**src/rtl/eptev_pkg.sv**
```systemverilog
// ----------------------------------------------------------------------------
// eptev_pkg: shared types and constants for the ellipse point/tangent block
// widths, polynomial coefficients, pipeline token struct
// ----------------------------------------------------------------------------
package eptev_pkg;
	localparam int CoordWidth = 20;
	localparam int AngleWidth = 16;
	localparam int FracBits   = 22;
	localparam int CfgIdxWidth = 2;
	localparam int CfgWidth   = 3 * CoordWidth;

	localparam logic [CfgIdxWidth-1:0] REG_ORIGIN = 2'd0;
	localparam logic [CfgIdxWidth-1:0] REG_MAJOR  = 2'd1;
	localparam logic [CfgIdxWidth-1:0] REG_MINOR  = 2'd2;

	localparam logic [31:0] K1 = 32'd1686629713;
	localparam logic [31:0] K3 = 32'd693598668;
	localparam logic [31:0] K5 = 32'd85569306;
	localparam logic [31:0] K7 = 32'd5026995;
	localparam logic [31:0] K9 = 32'd172272;

	// one polynomial cell works on both quarter sines in parallel
	typedef struct packed {
		logic        vld;
		logic [1:0]  quad;
		logic [22:0] xa;   // x, up to 2^22
		logic [22:0] xb;   // 2^22 - x
		logic [21:0] ta;   // x*x >> 22
		logic [21:0] tb;
		logic [31:0] aa;   // horner accumulators
		logic [31:0] ab;
	} horner_tok_t;

	function automatic logic [31:0] horner_step(input logic [31:0] k, input logic [31:0] a,
			input logic [21:0] t2);
		logic [53:0] p;
		p = a * t2;
		return k - p[53:22];
	endfunction
endpackage

```
**src/rtl/eptev_cell.sv**
```systemverilog
// ----------------------------------------------------------------------------
// eptev_cell: one horner cell of the sine chain
// applies a = k - a*t2 >> 22 to both lanes, passes token to the next cell
// ----------------------------------------------------------------------------
module eptev_cell (
	input  logic                  clk,
	input  logic                  arst_n,
	input  logic [31:0]           k,
	input  eptev_pkg::horner_tok_t tok_in,
	output eptev_pkg::horner_tok_t tok_out
);
	import eptev_pkg::*;

	horner_tok_t tok_q;

	always_ff @(posedge clk or negedge arst_n) begin
		if (!arst_n) begin
			tok_q <= '0;
		end else begin
			tok_q.vld  <= tok_in.vld;
			tok_q.quad <= tok_in.quad;
			tok_q.xa   <= tok_in.xa;
			tok_q.xb   <= tok_in.xb;
			tok_q.ta   <= tok_in.ta;
			tok_q.tb   <= tok_in.tb;
			tok_q.aa   <= horner_step(k, tok_in.aa, tok_in.ta);
			tok_q.ab   <= horner_step(k, tok_in.ab, tok_in.tb);
		end
	end

	assign tok_out = tok_q;
endmodule

```
**config.mk**
```make
export PLATFORM = sky130hd
export DESIGN_NAME = eptev_cell
export DESIGN_NICKNAME = d
export VERILOG_FILES = /design/src/rtl/eptev_pkg.sv /design/src/rtl/eptev_cell.sv
export SDC_FILE = /design/constraint.sdc
export NUM_CORES = 2
export LEC_CHECK = 0
export ABC_CLOCK_PERIOD_IN_PS = 800
export BUFFER_PORTS_ARGS = -buffer_cell sky130_fd_sc_hd__buf_2
export CAP_MARGIN = 20
export CELL_PAD_IN_SITES_DETAIL_PLACEMENT = 0
export CELL_PAD_IN_SITES_GLOBAL_PLACEMENT = 1
export CORE_MARGIN = 10
export CORE_UTILIZATION = 40
export DETAILED_ROUTE_END_ITERATION = 7
export PLACE_DENSITY = 0.71
export SYNTH_ARGS = -nofsm -noshare
export SYNTH_HDL_FRONTEND = slang
export SYNTH_SLANG_ARGS = --single-unit
```
**constraint.sdc**
```tcl
create_clock -name clk -period 0.8 [get_ports clk]
set_input_delay 0 -clock clk [delete_from_list [all_inputs] [get_ports clk]]
set_output_delay 0 -clock clk [all_outputs]
set_load 0.03 [all_outputs]
```
==> metrics.txt <==
maximum number of pins on one net before global-route repair=38; Tcrit/Tclk final=987.5%; leading post-synthesis cells by cell area=fa_1, ha_1, inv_1; vias in the first global route=44,270; HP Class=input port to async pin; crit path capture type=flip-flop; CP peak stage delay=0.53 ns; Area growth syn-to-layout=31.18%; Synth cell types=59; core area=between 100,000 and 150,000 µm²; boundary pin count=roughly 350; failing checks=hold timing, setup timing; H-tree levels=4; vias per cell=4.921; Hold Buf Count CTS=91; GRT Overall Usage=approximately 23%; register area share after synthesis=under 10%; critical path type=input port to flip-flop; DIE AREA=between 100,000 and 150,000 µm²; # rows=128; critical path data required time=1.26 ns; Post-synth ARST share=100.0%; Post-Syn Area=about 49,000 µm²; EDFF count, synth=0; post-route cell area=around 65,000 µm²; Final min period=slightly below 8 ns; CTS Buf Count=17; DRT Pass-1 Iters=6; layout cells sized above 1=a little over a quarter; Synth Flop Type=dfrtp_1; # clock sinks=157; post-synth net total=between 7,000 and 8,000; initial antenna violation count=26; first-pass GRT wire length=between 200,000 and 250,000 µm; iteration-0 DRC count of the detailed router=~2,100; Final GP Congestion=around 0.88; setup slack at placement=-8.083 ns; Max Cap Violations=0; # fillers=roughly 11,000; Max Slew Vio Count=0; residual DRC count=0; status=complete, but fails checks; register area=between 3000 and 4000 µm²; Die Ht=about 370 µm; area post-placement=between 50,000 and 60,000 µm²; slew at the pin closest to its max-slew limit=0.5337 ns; YS warnings=0; routed wire length=approximately 150,000 µm; worst-path maximum fanout=5; gr ovfl total=0; CP Buf/Inv Count=9; Port Buffer Count=around 350; Multi-input gate area=approximately 43,000 µm²; RSZ-0062 raised after global routing=true; post-detail-place hpwl=approximately 130,000 µm; Slew Limit Headroom=between 60% and 70%; Final Setup Violations=between 200 and 250; clock-pin slew on the worst setup and hold paths=~0.12 ns; Antenna Violating Nets Remaining=0; Clock Path Buffers=2; Root Buffer=clkbuf_16; Layout Nets=a little over 8,000; Routed wire per std cell=between 15 and 20 µm; Avg Cell Area, Syn=~9.3 µm²; slowest CP cell=fa_1; vias=about 40,000; critical path depth in cells=36; area leader, netlist=fa_1; CP arrival=about 8.4 ns; max FFs per register=roughly 160; fmax=0.1266 GHz; die width=about 370 µm; post-synthesis cell count=roughly 5,300; final worst slack=-7.100 ns; #FFs+latches synth=approximately 160; hold_ws=-0.1204 ns; Synth top area share=48.37%; Hold Fails Final Rpt=29; CP Launch Type=input port; crit-path most repeated cell=fa_1; count leader, synth=fa_1; initial core utilization=40.44%; Post-synth top cells=fa_1, inv_1, nand2_1, and2_1, ha_1; TritonCTS clock tree=yes; CP delay by family, top=adder cells; Core Util, Final=a little over half
## cells in the final DEF, fill, tap and decap left out, drive strengths merged, types with 23 or more instances in the layout
cell	n
fa	1194
nand2	954
dfrtp	157
o21bai	23
and2	513
xor2	50
a21o	66
clkbuf	25
a21oi	128
nor2	57
ha	394
xnor2	73
nand3	27
dlygate4sd3	91
inv	1128
o21ai	66
buf	1221
## logic make-up after synthesis
group | after synthesis | synth area share (%)
compound gates | 395 | 5.238
xor+xnor | 123 | 2.180
fa+ha+maj | 1588 | 58.34
buf+inv | 1392 | 10.57
flops | 157 | 7.950
simple gates | 1649 | 15.72
## how the worst max path moves through the flow
stage | startpoint | to
5_1_grt | tok_in[74] | tok_out[26]$_DFF_PN0_
4_1_cts | tok_in[15] | tok_out[26]$_DFF_PN0_
6_report | tok_in[80] | tok_out[26]$_DFF_PN0_
3_3_place_gp | tok_in[71] | tok_out[26]$_DFF_PN0_
3_5_place_dp | tok_in[71] | tok_out[26]$_DFF_PN0_
2_1_floorplan | tok_in[9] | tok_out[31]$_DFF_PN0_
## area by class of cell
class / count / share of cell area (%)
sequential: 157 / 6.070
clock buffer: 19 / 0.6833
clock inverter: 13 / 0.2335
inverter: 1121 / 6.499
antenna: 3 / 0.01158
multi-input combinational: 3755 / 65.76
timing repair buffer: 1320 / 17.60
tap: 1625 / 3.136
## routing by layer
| layer | share of wire (%) | global-route usage (%) | wire length (µm) |
|---|---|---|---|
| met2 | 49 | 38.19 | 74070 |
| met3 | 6.1 | 5.082 | 9251 |
| met4 | 3.5 | 7.499 | 5336 |
| met1 | 42 | 29.04 | 63640 |
| met5 | 0.13 | 0 | 202 |
## metrics by stage
step                instances  setup TNS (ns)  hold WS (ns)
global placement         7752         -453.19      -0.08959
floorplan                5304         -389.93       -0.2956
detailed placement       7752         -456.61      -0.08594
CTS                      7965         -447.59       -0.1720
finish                   8013         -443.33       -0.1204
global route             8011         -464.49       -0.1304
## timing repair
item,CTS,global route
pin swaps,244,227
buffers inserted,102,60
endpoints found under the hold margin,268,31
gates resized for setup,587,332
endpoints found under the setup margin,221,221
cloned,5,3
Power is not shown: default switching activity piles up to over one toggle a cycle in this logic, so the estimate is an artifact.
